File: src/rtl/mtgp_pkg.sv
// Shared types, constants and the small remainder helper for the glyph placer.
// No dependencies; imported by every module of the block.
`default_nettype none

package mtgp_pkg;

   localparam int STACK_DEPTH = 16;
   localparam int MAP_ENTRIES = 256;
   localparam int CNT_W       = $clog2(STACK_DEPTH + 1);
   localparam int MAP_AW      = $clog2(MAP_ENTRIES);
   localparam int COLOR_W     = 5;
   localparam int ALPHA_W     = 3;
   localparam int CSR_IDX_W   = 3;

   // request kinds
   localparam logic [1:0] REQ_LOAD  = 2'd0;
   localparam logic [1:0] REQ_START = 2'd1;
   localparam logic [1:0] REQ_TEXT  = 2'd2;

   // register indexes
   localparam logic [CSR_IDX_W-1:0] CSR_WIDTH   = 3'd0;
   localparam logic [CSR_IDX_W-1:0] CSR_HEIGHT  = 3'd1;
   localparam logic [CSR_IDX_W-1:0] CSR_OVERLAP = 3'd2;
   localparam logic [CSR_IDX_W-1:0] CSR_STYLES  = 3'd3;
   localparam logic [CSR_IDX_W-1:0] CSR_ALPHAS  = 3'd4;

   // markup characters
   localparam logic [7:0] CH_CARET    = 8'h5E;
   localparam logic [7:0] CH_POP      = 8'h3C;
   localparam logic [7:0] CH_ALPHA_LO = 8'h23;
   localparam logic [7:0] CH_ALPHA_HI = 8'h27;
   localparam logic [7:0] CH_ZERO     = 8'h30;

   typedef struct packed {
      logic [1:0]         req_type;
      logic [7:0]         char_code;
      logic [7:0]         glyph_slot;
      logic signed [15:0] start_x;
      logic signed [15:0] start_y;
   } req_payload_type;

   typedef struct packed {
      logic [7:0]         glyph_index;
      logic [15:0]        source_x;
      logic [15:0]        source_y;
      logic [2:0]         alpha_layer;
      logic signed [15:0] dest_x;
      logic signed [15:0] dest_y;
      logic               stack_overflow;
   } rsp_payload_type;

   // topmost color and alpha from a stack level down to the bottom
   typedef struct packed {
      logic [COLOR_W-1:0] color;
      logic [ALPHA_W-1:0] alpha;
   } attr_type;

   typedef struct packed {
      logic               push;
      logic               pop;
      logic               clear;
      logic               is_alpha;
      logic [COLOR_W-1:0] value;
   } stk_op_type;

   // restoring remainder over four numerator bits, starting from a partial
   // remainder below the modulus; a zero modulus acts as one
   function automatic logic [COLOR_W-1:0] rem_step(input logic [COLOR_W-1:0] part,
                                                   input logic [3:0]         bits,
                                                   input logic [COLOR_W-1:0] modulus);
      logic [COLOR_W-1:0] m;
      logic [COLOR_W:0]   r;
      m = (modulus == '0) ? COLOR_W'(1) : modulus;
      r = {1'b0, part};
      for (int i = 3; i >= 0; i--) begin
         r = {r[COLOR_W-1:0], bits[i]};
         if (r >= {1'b0, m}) begin
            r = r - {1'b0, m};
         end
      end
      return r[COLOR_W-1:0];
   endfunction

endpackage

`default_nettype wire

File: src/rtl/mtgp_attr_cell.sv
// One level of the attribute stack: holds the running color/alpha summary.
// Depends on mtgp_pkg.
`default_nettype none

module mtgp_attr_cell (
   input  wire                clock,
   input  wire                push,
   input  wire                pop,
   input  mtgp_pkg::attr_type from_above,
   input  mtgp_pkg::attr_type from_below,
   output mtgp_pkg::attr_type level_q
);
   import mtgp_pkg::*;

   attr_type level_ff;
   attr_type level_in;

   always_comb begin
      level_in = level_ff;
      if (push) begin
         level_in = from_above;
      end else if (pop) begin
         level_in = from_below;
      end
   end

   always_ff @(posedge clock) begin
      level_ff <= level_in;
   end

   assign level_q = level_ff;

endmodule

`default_nettype wire

File: src/rtl/mtgp_attr_stack.sv
// Attribute stack as a row of shifting cells plus a fill count.
// Depends on mtgp_pkg and mtgp_attr_cell.
`default_nettype none

module mtgp_attr_stack (
   input  wire                  clock,
   input  wire                  reset,
   input  mtgp_pkg::stk_op_type op,
   output mtgp_pkg::attr_type   cur,
   output logic                 full
);
   import mtgp_pkg::*;

   logic [CNT_W-1:0] count_ff;
   logic [CNT_W-1:0] count_in;
   attr_type         level_q [STACK_DEPTH];
   attr_type         new_top;
   logic             empty;
   logic             do_push;
   logic             do_pop;

   assign empty   = (count_ff == '0);
   assign full    = (count_ff >= CNT_W'(STACK_DEPTH));
   assign cur     = empty ? attr_type'('0) : level_q[0];
   assign do_push = op.push && !full;
   assign do_pop  = op.pop && !empty;

   always_comb begin
      new_top = cur;
      if (op.is_alpha) begin
         new_top.alpha = op.value[ALPHA_W-1:0];
      end else begin
         new_top.color = op.value;
      end
   end

   always_comb begin
      count_in = count_ff;
      if (op.clear) begin
         count_in = '0;
      end else if (do_push) begin
         count_in = count_ff + CNT_W'(1);
      end else if (do_pop) begin
         count_in = count_ff - CNT_W'(1);
      end
   end

   always_ff @(posedge clock) begin
      if (reset) begin
         count_ff <= '0;
      end else begin
         count_ff <= count_in;
      end
   end

   for (genvar i = 0; i < STACK_DEPTH; i++) begin : g_cell
      attr_type above;
      attr_type below;
      if (i == 0) begin : g_top
         assign above = new_top;
      end else begin : g_mid
         assign above = level_q[i-1];
      end
      if (i == STACK_DEPTH - 1) begin : g_bot
         assign below = level_q[i];
      end else begin : g_up
         assign below = level_q[i+1];
      end
      mtgp_attr_cell u_cell (
         .clock      (clock),
         .push       (do_push),
         .pop        (do_pop),
         .from_above (above),
         .from_below (below),
         .level_q    (level_q[i])
      );
   end

   a_count_bound: assert property (@(posedge clock) disable iff (reset)
      count_ff <= CNT_W'(STACK_DEPTH))
      else $error("stack count beyond depth");

   a_full_push_drops: assert property (@(posedge clock) disable iff (reset)
      op.push && full && !op.clear |=> $stable(count_ff))
      else $error("push onto full stack changed count");

   a_empty_reads_zero: assert property (@(posedge clock) disable iff (reset)
      empty |-> cur == attr_type'('0))
      else $error("empty stack gives nonzero attributes");

endmodule

`default_nettype wire

File: src/rtl/mtgp_glyph_map.sv
// Character-to-glyph map: 256x8 memory with registered read and per-entry
// valid bits cleared by reset. Depends on mtgp_pkg.
`default_nettype none

module mtgp_glyph_map (
   input  wire                        clock,
   input  wire                        reset,
   input  wire                        wr_en,
   input  wire [mtgp_pkg::MAP_AW-1:0] wr_addr,
   input  wire [7:0]                  wr_data,
   input  wire [mtgp_pkg::MAP_AW-1:0] rd_addr,
   output logic [7:0]                 rd_data
);
   import mtgp_pkg::*;

   logic [7:0]             mem [MAP_ENTRIES];
   logic [MAP_ENTRIES-1:0] vld_ff;
   logic [7:0]             rd_data_ff;
   logic                   rd_vld_ff;

   always_ff @(posedge clock) begin
      if (wr_en) begin
         mem[wr_addr] <= wr_data;
      end
      rd_data_ff <= mem[rd_addr];
   end

   always_ff @(posedge clock) begin
      if (reset) begin
         vld_ff    <= '0;
         rd_vld_ff <= 1'b0;
      end else begin
         if (wr_en) begin
            vld_ff[wr_addr] <= 1'b1;
         end
         rd_vld_ff <= vld_ff[rd_addr];
      end
   end

   // never-written entries read as zero
   assign rd_data = rd_vld_ff ? rd_data_ff : 8'd0;

endmodule

`default_nettype wire

File: src/rtl/markup_text_glyph_placer_top.sv
// Markup glyph placer: a drawn character gives one beat after its request
// beat (accept, map read, product stage, then the output register). Map
// loads, string starts and a lone caret finish in idle; an escape code also
// runs the two-step remainder, a drawn character the map read and product
// stage, stalling while the result side is full; only idle takes requests.
// Reset (synchronous): control registers to defaults, map reads as zero,
// stack empty, pen at 0; ready whenever the state is idle, which reset sets.
`default_nettype none

module markup_text_glyph_placer_top (
   input  wire                                   clock,
   input  wire                                   reset,
   // request channel
   input  wire                                   req_valid,
   output logic                                  req_ready,
   input  mtgp_pkg::req_payload_type             req_payload,
   // result channel
   output logic                                  rsp_valid,
   input  wire                                   rsp_ready,
   output mtgp_pkg::rsp_payload_type             rsp_payload,
   // register write channel
   input  wire                                   csr_valid,
   output logic                                  csr_ready,
   input  wire [mtgp_pkg::CSR_IDX_W-1:0]         csr_index,
   input  wire [7:0]                             csr_wdata
);
   import mtgp_pkg::*;

   // sequencer states
   localparam logic [1:0] ST_IDLE = 2'd0;  // ready for a request beat
   localparam logic [1:0] ST_ESC  = 2'd1;  // apply an escape code to the stack
   localparam logic [1:0] ST_MAP  = 2'd2;  // map data back, form the placement
   localparam logic [1:0] ST_OUT  = 2'd3;  // hand the placement to the output

   logic [1:0]  state_ff, state_in;
   logic        esc_ff, esc_in;       // caret seen, waiting for its code
   logic [7:0]  code_ff, code_in;     // escape code byte
   logic        half_ff, half_in;     // high nibble of the escape code reduced
   logic [COLOR_W-1:0] rem_ff, rem_in; // partial remainder after the high nibble
   logic [15:0] pen_x_ff, pen_x_in;
   logic [15:0] pen_y_ff, pen_y_in;
   logic        ovf_ff, ovf_in;       // sticky dropped-push flag

   // configuration
   logic [7:0]         width_ff, width_in;
   logic [7:0]         height_ff, height_in;
   logic [7:0]         overlap_ff, overlap_in;
   logic [COLOR_W-1:0] styles_ff, styles_in;
   logic [3:0]         alphas_ff, alphas_in;

   rsp_payload_type res_ff, res_in;          // placement waiting for output
   rsp_payload_type rsp_data_ff, rsp_data_in;
   logic            rsp_valid_ff, rsp_valid_in;

   logic req_fire;
   logic csr_fire;
   logic out_load;

   // escape decode
   logic       is_pop;
   logic       is_alpha;
   logic [7:0] alpha_num;
   logic [7:0] color_num;
   logic [7:0] esc_num;
   logic [COLOR_W-1:0] esc_mod;
   logic [COLOR_W-1:0] rem_part;
   logic [3:0]         rem_bits;
   logic [COLOR_W-1:0] esc_rem;

   stk_op_type stk_op;
   attr_type   cur_attr;
   logic       stk_full;
   logic [7:0] map_data;
   logic [15:0] src_x;
   logic [15:0] src_y;

   assign req_ready = (state_ff == ST_IDLE);
   assign req_fire  = req_valid && req_ready;
   assign csr_ready = 1'b1;
   assign csr_fire  = csr_valid;   // always ready
   assign out_load  = (state_ff == ST_OUT) && (!rsp_valid_ff || rsp_ready);

   assign rsp_valid   = rsp_valid_ff;
   assign rsp_payload = rsp_data_ff;

   // ---- glyph map: written on load beats, read at every request address ----
   mtgp_glyph_map u_map (
      .clock   (clock),
      .reset   (reset),
      .wr_en   (req_fire && req_payload.req_type == REQ_LOAD),
      .wr_addr (req_payload.char_code),
      .wr_data (req_payload.glyph_slot),
      .rd_addr (req_payload.char_code),
      .rd_data (map_data)
   );

   // ---- escape code to stack operation ----
   // In ESC the remainder is formed high nibble first, then the low nibble
   // on top of the registered partial remainder; the push or pop lands on
   // the low-nibble step.
   assign is_pop    = (code_ff == CH_POP);
   assign is_alpha  = (code_ff >= CH_ALPHA_LO) && (code_ff <= CH_ALPHA_HI);
   assign alpha_num = code_ff - CH_ALPHA_LO;
   assign color_num = (code_ff >= CH_ZERO) ? (code_ff - CH_ZERO) : (CH_ZERO - code_ff);
   assign esc_num   = is_alpha ? alpha_num : color_num;
   assign esc_mod   = is_alpha ? {1'b0, alphas_ff} : styles_ff;
   assign rem_part  = half_ff ? rem_ff : '0;
   assign rem_bits  = half_ff ? esc_num[3:0] : esc_num[7:4];
   assign esc_rem   = rem_step(rem_part, rem_bits, esc_mod);

   always_comb begin
      stk_op.push     = (state_ff == ST_ESC) && half_ff && !is_pop;
      stk_op.pop      = (state_ff == ST_ESC) && half_ff && is_pop;
      stk_op.clear    = req_fire && (req_payload.req_type == REQ_START);
      stk_op.is_alpha = is_alpha;
      stk_op.value    = esc_rem;
   end

   mtgp_attr_stack u_stack (
      .clock (clock),
      .reset (reset),
      .op    (stk_op),
      .cur   (cur_attr),
      .full  (stk_full)
   );

   // products fit in 16 bits without wrapping
   assign src_x = {8'd0, map_data} * {8'd0, width_ff};
   assign src_y = 16'({11'd0, cur_attr.color} * {8'd0, height_ff});

   // ---- sequencer ----
   always_comb begin
      state_in = state_ff;
      esc_in   = esc_ff;
      code_in  = code_ff;
      half_in  = half_ff;
      rem_in   = rem_ff;
      pen_x_in = pen_x_ff;
      pen_y_in = pen_y_ff;
      ovf_in   = ovf_ff;
      res_in   = res_ff;

      unique case (state_ff)
         ST_IDLE: begin
            if (req_fire) begin
               unique case (req_payload.req_type)
                  REQ_START: begin
                     pen_x_in = req_payload.start_x;
                     pen_y_in = req_payload.start_y;
                     esc_in   = 1'b0;
                     ovf_in   = 1'b0;
                  end
                  REQ_TEXT: begin
                     if (esc_ff) begin
                        esc_in = 1'b0;
                        if (req_payload.char_code != CH_CARET) begin
                           code_in  = req_payload.char_code;
                           state_in = ST_ESC;
                        end else begin
                           state_in = ST_MAP;   // caret caret draws a caret
                        end
                     end else if (req_payload.char_code == CH_CARET) begin
                        esc_in = 1'b1;
                     end else begin
                        state_in = ST_MAP;
                     end
                  end
                  default: begin
                     // map loads go straight to the memory; code 3 is ignored
                  end
               endcase
            end
         end
         ST_ESC: begin
            if (!half_ff) begin
               half_in = 1'b1;
               rem_in  = esc_rem;
            end else begin
               half_in = 1'b0;
               if (!is_pop && stk_full) begin
                  ovf_in = 1'b1;
               end
               state_in = ST_IDLE;
            end
         end
         ST_MAP: begin
            res_in.glyph_index    = map_data;
            res_in.source_x       = src_x;
            res_in.source_y       = src_y;
            res_in.alpha_layer    = cur_attr.alpha;
            res_in.dest_x         = pen_x_ff;
            res_in.dest_y         = pen_y_ff;
            res_in.stack_overflow = ovf_ff;
            pen_x_in = pen_x_ff + {8'd0, width_ff} - {8'd0, overlap_ff};
            state_in = ST_OUT;
         end
         ST_OUT: begin
            if (out_load) begin
               state_in = ST_IDLE;
            end
         end
         default: begin
            state_in = ST_IDLE;
         end
      endcase
   end

   // ---- output register ----
   always_comb begin
      rsp_valid_in = rsp_valid_ff && !rsp_ready;
      rsp_data_in  = rsp_data_ff;
      if (out_load) begin
         rsp_valid_in = 1'b1;
         rsp_data_in  = res_ff;
      end
   end

   // ---- register writes ----
   always_comb begin
      width_in   = width_ff;
      height_in  = height_ff;
      overlap_in = overlap_ff;
      styles_in  = styles_ff;
      alphas_in  = alphas_ff;
      if (csr_fire) begin
         unique case (csr_index)
            CSR_WIDTH:   width_in   = csr_wdata;
            CSR_HEIGHT:  height_in  = csr_wdata;
            CSR_OVERLAP: overlap_in = csr_wdata;
            CSR_STYLES:  styles_in  = csr_wdata[COLOR_W-1:0];
            CSR_ALPHAS:  alphas_in  = csr_wdata[3:0];
            default: begin
               // writes past the register list are dropped
            end
         endcase
      end
   end

   always_ff @(posedge clock) begin
      if (reset) begin
         state_ff     <= ST_IDLE;
         esc_ff       <= 1'b0;
         half_ff      <= 1'b0;
         pen_x_ff     <= '0;
         pen_y_ff     <= '0;
         ovf_ff       <= 1'b0;
         rsp_valid_ff <= 1'b0;
         width_ff     <= 8'd9;
         height_ff    <= 8'd16;
         overlap_ff   <= 8'd0;
         styles_ff    <= COLOR_W'(1);
         alphas_ff    <= 4'd2;
      end else begin
         state_ff     <= state_in;
         esc_ff       <= esc_in;
         half_ff      <= half_in;
         pen_x_ff     <= pen_x_in;
         pen_y_ff     <= pen_y_in;
         ovf_ff       <= ovf_in;
         rsp_valid_ff <= rsp_valid_in;
         width_ff     <= width_in;
         height_ff    <= height_in;
         overlap_ff   <= overlap_in;
         styles_ff    <= styles_in;
         alphas_ff    <= alphas_in;
      end
   end

   always_ff @(posedge clock) begin
      code_ff     <= code_in;
      rem_ff      <= rem_in;
      res_ff      <= res_in;
      rsp_data_ff <= rsp_data_in;
   end

   a_esc_clears_pending: assert property (@(posedge clock) disable iff (reset)
      state_ff == ST_ESC |-> !esc_ff)
      else $error("escape applied while a caret is still pending");

   a_esc_two_steps: assert property (@(posedge clock) disable iff (reset)
      state_ff == ST_ESC && !half_ff |=> state_ff == ST_ESC && half_ff)
      else $error("escape remainder skipped its second step");

   a_map_then_out: assert property (@(posedge clock) disable iff (reset)
      state_ff == ST_MAP |=> state_ff == ST_OUT)
      else $error("placement not staged after map read");

   a_load_stays_idle: assert property (@(posedge clock) disable iff (reset)
      req_fire && req_payload.req_type == REQ_LOAD |=> state_ff == ST_IDLE)
      else $error("map load left the idle state");

   a_out_fills_rsp: assert property (@(posedge clock) disable iff (reset)
      out_load |=> rsp_valid_ff && state_ff == ST_IDLE)
      else $error("staged placement not delivered to output register");

endmodule

`default_nettype wire
File: config.mk
export PLATFORM = sky130hd
export DESIGN_NAME = markup_text_glyph_placer_top
export DESIGN_NICKNAME = d
export VERILOG_FILES = /design/src/rtl/mtgp_pkg.sv /design/src/rtl/mtgp_attr_cell.sv /design/src/rtl/mtgp_attr_stack.sv /design/src/rtl/mtgp_glyph_map.sv /design/src/rtl/markup_text_glyph_placer_top.sv
export SDC_FILE = /design/constraint.sdc
export NUM_CORES = 2
export LEC_CHECK = 0
export ABC_AREA = 1
export BUFFER_PORTS_ARGS = -buffer_cell sky130_fd_sc_hd__clkbuf_2
export CAP_MARGIN = 20
export CORE_MARGIN = 5
export CORE_UTILIZATION = 39
export DETAILED_ROUTE_END_ITERATION = 10
export SYNTH_ARGS = -nofsm -noshare
export SYNTH_HDL_FRONTEND = slang
export SYNTH_HIERARCHICAL = 1
export SYNTH_SLANG_ARGS = --single-unit
File: constraint.sdc
create_clock -name clock -period 8.5 [get_ports clock]
set_input_delay 1.7 -clock clock [delete_from_list [all_inputs] [get_ports clock]]
set_output_delay 1.7 -clock clock [all_outputs]
set_load 0.1 [all_outputs]
== Yosys cells after proc, flatten, opt, wreduce, memory -nomap -nowiden ==
Memories as Yosys holds them, arrays and structs flattened. A register that Yosys moved wholly into a read port is not among the register bits.
Cells that the tools add are included.
Widths: inputs -> output; s select.
Word-level totals
  flip-flop bits (word level): 620
  memory bits (writable): 2048
  output and inout bits: 79
  word-level logic and storage cells: 222
  memories kept: 1
Operators by class
  $add $sub $neg: 11
  $mul: 2
  magnitude comparators: 10
  eq/ne operators: 19
  multiplexer cells: 73
  bitwise operators: 2
  reduce and logical (&&, ||, !) cells: 41
Memory list
  u_map.mem: depth 256, bits a word 8, rd ports 1, clocked after memory_dff 1, wr ports 1, line mtgp_glyph_map.sv:16  | logic [7:0] mem [MAP_ENTRIES];
Operators by type and width (number)
  $mux 8: 34
  $or 256x256->256: 1
  $mux 5: 10
  $mux 16: 2
  $pmux 16 s2: 1
  $ge 6x5->1: 4
  $sub 5x5->5: 4
  $add 16x8->16: 1
  $ge 8x6->1 const B: 2
  $mul 8x8->16: 1
  $sub 16x8->16: 1
  $sub 8x6->8 const B: 2
  $reduce_and 5->1: 3
  $mux 2: 7
  $logic_and 1x1->1: 13
  $mul 5x8->13: 1
  $mux 1: 12
  $reduce_and 2->1: 6
  $logic_not 5->1: 2
  $lt 8x9->1 const B: 1
  $reduce_and 3->1: 3
  $bmux 1 s8: 1
  $demux 1 s8: 1
  $eq 8x6->1 const B: 1
  27 further kinds: 44

== Longest topological paths before layout ==
  word-level depth: 15
  gate-level depth with buffers: 51
  gate-level depth less buffers: 50

== Modules after synthesis ==
Netlist, hierarchy kept.
By module, submodules not included
  mtgp_glyph_map: times used 1, cells each 8408, area each 94000.2 um^2, seq. area each 66804.1 um^2
  markup_text_glyph_placer_top: times used 1, cells each 1465, area each 13693.1 um^2, seq. area each 6195.9 um^2
  mtgp_attr_cell: times used 16, cells each 35, area each 351.6 um^2, seq. area each 240.2 um^2
  mtgp_attr_stack: times used 1, cells each 94, area each 545.5 um^2, seq. area each 100.1 um^2

== Least setup slack after synthesis ==
OpenSTA, ideal clock, no wires.
  path type: flip-flop to flip-flop
  from: register code_ff[4]
  to: register u_stack.g_cell[0].u_cell.level_ff (netlist bit u_stack/g_cell[0].u_cell/level_q[0]) (data pin)
  library setup time: 0.252 ns
  data arrival time: 7.023 ns
  required time: 8.248 ns
  slack: 1.225 ns
  cell stages (with the launch flop): 49
  path buffers: 1
  clock period less this slack: 7.275 ns
  cells stage by stage: edfxtp_1 -> ha_1 -> inv_2 -> nand2_1 -> nand2_2 -> nand3_4 -> buf_4 -> o21ai_1 -> nand4_1 -> nand2_1 -> ha_1 -> inv_1 -> fa_1 -> a21o_1 -> nand2_2 -> nand2_4 -> inv_2 -> nand2_1 -> [... 13 more ...] -> o21ai_1 -> o21bai_1 -> a21oi_2 -> nand3_4 -> clkinv_4 -> nand2_1 -> o21ai_2 -> fa_1 -> nand3_1 -> nand3_1 -> a21oi_1 -> nand3_4 -> nand2_1 -> o21ai_1 -> nand2_1 -> o21ai_0 -> nand2_1 -> nand2_1
RTL lines
  from (decl): line markup_text_glyph_placer_top.sv:37  | logic [7:0] code_ff, code_in;
  from (signal assigned): line markup_text_glyph_placer_top.sv:270  | code_ff <= code_in;
  to (signal assigned): line mtgp_attr_cell.sv:28  | level_ff <= level_in;
  to (decl): line mtgp_attr_cell.sv:15  | attr_type level_ff;

==> qor.txt <==
TIMING
-----------------------------------------------------------------------------------------------------
Normalized max-slew margin                                                                     22.28%
Count of final setup violators                                                                      0
Clock skew after layout                                                                    0.07260 ns
Max Fclk                                                                                    132.6 MHz
Setup TNS                                                                                        0 ns
Worst Tran Pin Value                                                                         1.162 ns
Final critical path time including I/O delays and setup                                      7.542 ns
Final clock period utilization by the worst path                                               88.73%
Endpoints failing hold                                                                              0
Number of max-slew violations in the final report                                                   0
Setup repair after global routing missed its margin                                                no

SYNTH
-----------------------------------------------------------------------------------------------------
Post-synthesis async set-or-reset flop share                                                       0%
Total of flip-flops plus latches after synthesis                                                 2676
Primary flip-flop cell chosen by synthesis mapping                                       sky130_fd_sc_hd__edfxtp_1
Post-synthesis average cell area                                                            10.82 um2
Sequential-to-total area share from yosys stat                                                 67.58%
Combinational family with the most area after synthesis                                  simple AND/OR/NAND/NOR gates
Share of synthesized area spent on multiplexers                                             0.008791%
Cell type contributing the most total cell area after synthesis                          sky130_fd_sc_hd__edfxtp_1
Synthesized cell area                                                                      0.1139 mm2
Synth warnings                                                                                      6
Top post-synthesis cells by area                                                         sky130_fd_sc_hd__edfxtp_1 (62%), sky130_fd_sc_hd__nand3_1 (9.9%), sky130_fd_sc_hd__nand2_1 (9.9%), sky130_fd_sc_hd__dfxtp_1 (6.0%), sky130_fd_sc_hd__nor2_1 (3.2%)
Share of synthesized cell area in and, or, nand and nor gates                                  23.57%
Xor/xnor cell area share of the yosys netlist                                                 0.3077%
Area fraction in compound gates after synthesis                                                1.445%
Post-synthesis share of cell area spent on full adders, half adders and majority gates         2.321%
Post-synthesis cell type count                                                                     59
EDFF count, synth                                                                                2335
Count of mapped cells out of synthesis                                                         10.53k
Top-area cell type share of the netlist area                                                   61.58%

CELLS AND AREA
-----------------------------------------------------------------------------------------------------
Final #Nets                                                                                    10.68k
Commonest non-fill, non-tap cell in the layout                                           sky130_fd_sc_hd__nand2_1
Fraction of final layout cells sized beyond drive strength 1                                   6.955%
Most frequent cells in the layout                                                        sky130_fd_sc_hd__nand2_1 (2995), sky130_fd_sc_hd__edfxtp_1 (2335), sky130_fd_sc_hd__nand3_1 (2259)
Register cell area after layout                                                           0.07694 mm2
Filler Cell Count                                                                              27.11k
Area growth, synth to finish                                                                   10.74%
Multi-input logic area                                                                    0.03151 mm2

GLOBAL ROUTING
-----------------------------------------------------------------------------------------------------
Grt ovf                                                                                             0
Via count of the first global-routing pass                                                     74.13k
Wire length of the first global-routing pass                                                 462.3 mm
Number of antenna violations at the first check in global routing                                   5
Pin count of the biggest net entering global routing                                              214
GRT Resource Usage Total                                                                       19.69%

PLACE
-----------------------------------------------------------------------------------------------------
Detailed Place HPWL                                                                          174.6 mm
Last weighted congestion value of the routability-driven placer                                0.8379
PortBufs                                                                                          140

CLOCK NETWORK
-----------------------------------------------------------------------------------------------------
Clk pin slew, worst setup/hold paths                                                          0.06 ns
Number of buffers created by CTS                                                                  297
Level count of the clock H-tree                                                                     5
Buffer count from post-CTS setup fixing                                                             0
CTS Hold Buffers Added                                                                              0
CTS tree                                                                                          yes
Post-cts gate resize count                                                                          0
Later-pin clock latency in the skew report                                                    0.93 ns
Root Buffer                                                                              sky130_fd_sc_hd__clkbuf_16
Total clock sinks                                                                                2676
Clock Tree Buf Depth                                                                                4

FLOORPLANNING
-----------------------------------------------------------------------------------------------------
Row cnt                                                                                           198
Io pins                                                                                           145
Die boundary height                                                                          550.3 um
Die footprint                                                                              0.3029 mm2
Die width                                                                                    550.3 um
Core Region                                                                                0.2908 mm2
Initial cell density of the core                                                               39.15%

DRT
-----------------------------------------------------------------------------------------------------
Wirelength, routed                                                                           306.8 mm
Via count of the routed design                                                                 77.84k
Wire length per cell after detailed routing                                                  21.05 um
First-pass detailed-route iteration total                                                           7
Routed vias/inst                                                                                5.341
Detail Route Antenna Nets                                                                           0
DRC errors left                                                                                     0
Detailed Route Iter0 Violations                                                                  8350

POWER AND IR DROP
-----------------------------------------------------------------------------------------------------
Post-layout power                                                                            29.59 mW
VDD IR max                                                                                0.0001909 V
Leakage power total                                                                          46.24 nW
Power Dens Cells                                                                         234.7 mW/mm2

SETUP PATH
-----------------------------------------------------------------------------------------------------
Library cell appearing most often on the critical path                                   sky130_fd_sc_hd__nand2_1
Data arrival, critical path                                                                   8.19 ns
Buffer and inverter count on the worst path                                                         7
Top cell family by delay on the critical path                                            simple AND/OR/NAND/NOR gates
Type of destination of the critical path                                                         flop
Worst path required time                                                                      9.15 ns
Critical path depth in cells                                                                       46
Critical path fanouts, max                                                                         19
Slowest stage cell, crit path                                                            sky130_fd_sc_hd__edfxtp_1
Startpoint type of the worst setup path                                                          flop
Crit path kind                                                                             reg -> reg
Count of cells along the worst register-to-register path                                           46
Largest incremental delay on the critical path                                                0.45 ns

MIN PATH
-----------------------------------------------------------------------------------------------------
Worst hold path stage count                                                                         0
Hold WC Path Type                                                                          reg -> reg

RUN
-----------------------------------------------------------------------------------------------------
Max capacitance violation total                                                                     0

STATUS
-----------------------------------------------------------------------------------------------------
Status                                                                                   finished, final reports clean

==> report_power, final <==
part / switching (mW) / internal (mW)
Clock: 5.03 / 7.29
Sequential: 0.0511 / 14.4
Combinational: 1.92 / 0.880
Total: 7.00 / 22.6
==> synthesized netlist by cell type (3+ instances only) <==
| library cell | number |
|---|---|
| sky130_fd_sc_hd__nor2_2 | 9 |
| sky130_fd_sc_hd__nand4_1 | 4 |
| sky130_fd_sc_hd__edfxtp_1 | 2335 |
| sky130_fd_sc_hd__nand3_2 | 4 |
| sky130_fd_sc_hd__inv_1 | 358 |
| sky130_fd_sc_hd__nor2_1 | 979 |
| sky130_fd_sc_hd__nand3_1 | 2259 |
| sky130_fd_sc_hd__nand2_4 | 5 |
| sky130_fd_sc_hd__buf_8 | 4 |
| sky130_fd_sc_hd__a21oi_1 | 109 |
| sky130_fd_sc_hd__o2111ai_1 | 4 |
| sky130_fd_sc_hd__o31ai_1 | 3 |
| sky130_fd_sc_hd__xor2_1 | 32 |
| sky130_fd_sc_hd__buf_4 | 56 |
| sky130_fd_sc_hd__o21ai_1 | 5 |
| sky130_fd_sc_hd__clkinv_1 | 6 |
| sky130_fd_sc_hd__ha_1 | 104 |
| sky130_fd_sc_hd__or2_1 | 16 |
| sky130_fd_sc_hd__o211ai_1 | 4 |
| sky130_fd_sc_hd__o21ai_2 | 6 |
| sky130_fd_sc_hd__dfxtp_1 | 341 |
| sky130_fd_sc_hd__o21a_1 | 6 |
| sky130_fd_sc_hd__nor3_1 | 9 |
| sky130_fd_sc_hd__nand2_1 | 2995 |
| sky130_fd_sc_hd__a21o_1 | 4 |
| sky130_fd_sc_hd__a31oi_1 | 5 |
| sky130_fd_sc_hd__o22ai_1 | 10 |
| sky130_fd_sc_hd__or2_2 | 3 |
| sky130_fd_sc_hd__fa_1 | 67 |
| sky130_fd_sc_hd__nand3_4 | 5 |
| sky130_fd_sc_hd__buf_2 | 268 |
| sky130_fd_sc_hd__o21ai_0 | 130 |
| sky130_fd_sc_hd__nand2_2 | 11 |
| sky130_fd_sc_hd__buf_1 | 57 |
| sky130_fd_sc_hd__clkbuf_1 | 115 |
| sky130_fd_sc_hd__inv_2 | 30 |
| sky130_fd_sc_hd__xnor2_1 | 8 |
| sky130_fd_sc_hd__nor2_4 | 5 |
| sky130_fd_sc_hd__buf_6 | 126 |
==> registers in the layout, indices dropped and copies added (netlist names), 16 cells and up <==
| name | count |
|---|---|
| rsp_payload | 73 |
| u_map/mem | 2048 |
| u_stack/g_cell.u_cell/level_q | 128 |
| pen_y_ff | 16 |
| res_ff | 73 |
| pen_x_ff | 16 |
| u_map/vld_ff | 256 |
==> path summary, 6_finish.rpt <==
check,from,endpoint,slack (ns)
hold reg to reg,pen_y_ff[0]$_SDFFE_PP0P_,res_ff[1]$_DFFE_PP_,0.42
hold / removal,pen_y_ff[0]$_SDFFE_PP0P_,res_ff[1]$_DFFE_PP_,0.42
setup / recovery,code_ff[4]$_DFFE_PP_,u_stack/g_cell[0].u_cell/level_q[2]$_DFFE_PP_,0.96
setup reg to reg,code_ff[4]$_DFFE_PP_,u_stack/g_cell[0].u_cell/level_q[2]$_DFFE_PP_,0.96
==> kinds of logic after synthesis <==
family | Yosys count
AO/OA/AOI/OAI | 299
XOR/XNOR | 40
adder cells (fa/ha/maj) | 171
buffers and inverters | 1025
flip-flops | 2676
multiplexers | 1
other | 2
AND/OR/NAND/NOR | 6313
==> through the flow <==
stage / util [%] / std cells / cell area, um2 / hold WS [ns] / worst slack (ns)
4_1_cts: 43.34 / 14570 / 126100 / 0.4118 / 0.8514
2_1_floorplan: - / 10530 / 113900 / 0.4003 / 1.225
3_5_place_dp: 40.15 / 14050 / 116800 / 0.4045 / 0.8954
5_1_grt: 43.35 / 14570 / 126100 / 0.4182 / 0.2757
6_report: 43.35 / 14580 / 126100 / 0.4161 / 0.9579
3_3_place_gp: 40.15 / 14050 / 116800 / 0.4007 / 0.7005
==> layout make-up <==
type / count / share of cell area (%)
sequential: 2676 / 61.02
multi-input combinational: 6828 / 24.99
clock buffer: 399 / 6.492
tap: 3900 / 3.870
timing repair buffer: 245 / 1.526
inverter: 397 / 1.219
clock inverter: 124 / 0.8643
antenna: 6 / 0.01191
==> per-layer routing <==
layer / wire length, um / global-route usage [%] / part of all wire (%)
met1: 129900 / 27.54 / 42
met2: 139500 / 30.64 / 45
met3: 27650 / 4.275 / 9.0
met4: 9623 / 6.468 / 3.1
met5: 32 / 0 / 0.010
Power figures use the tool's default switching activity.
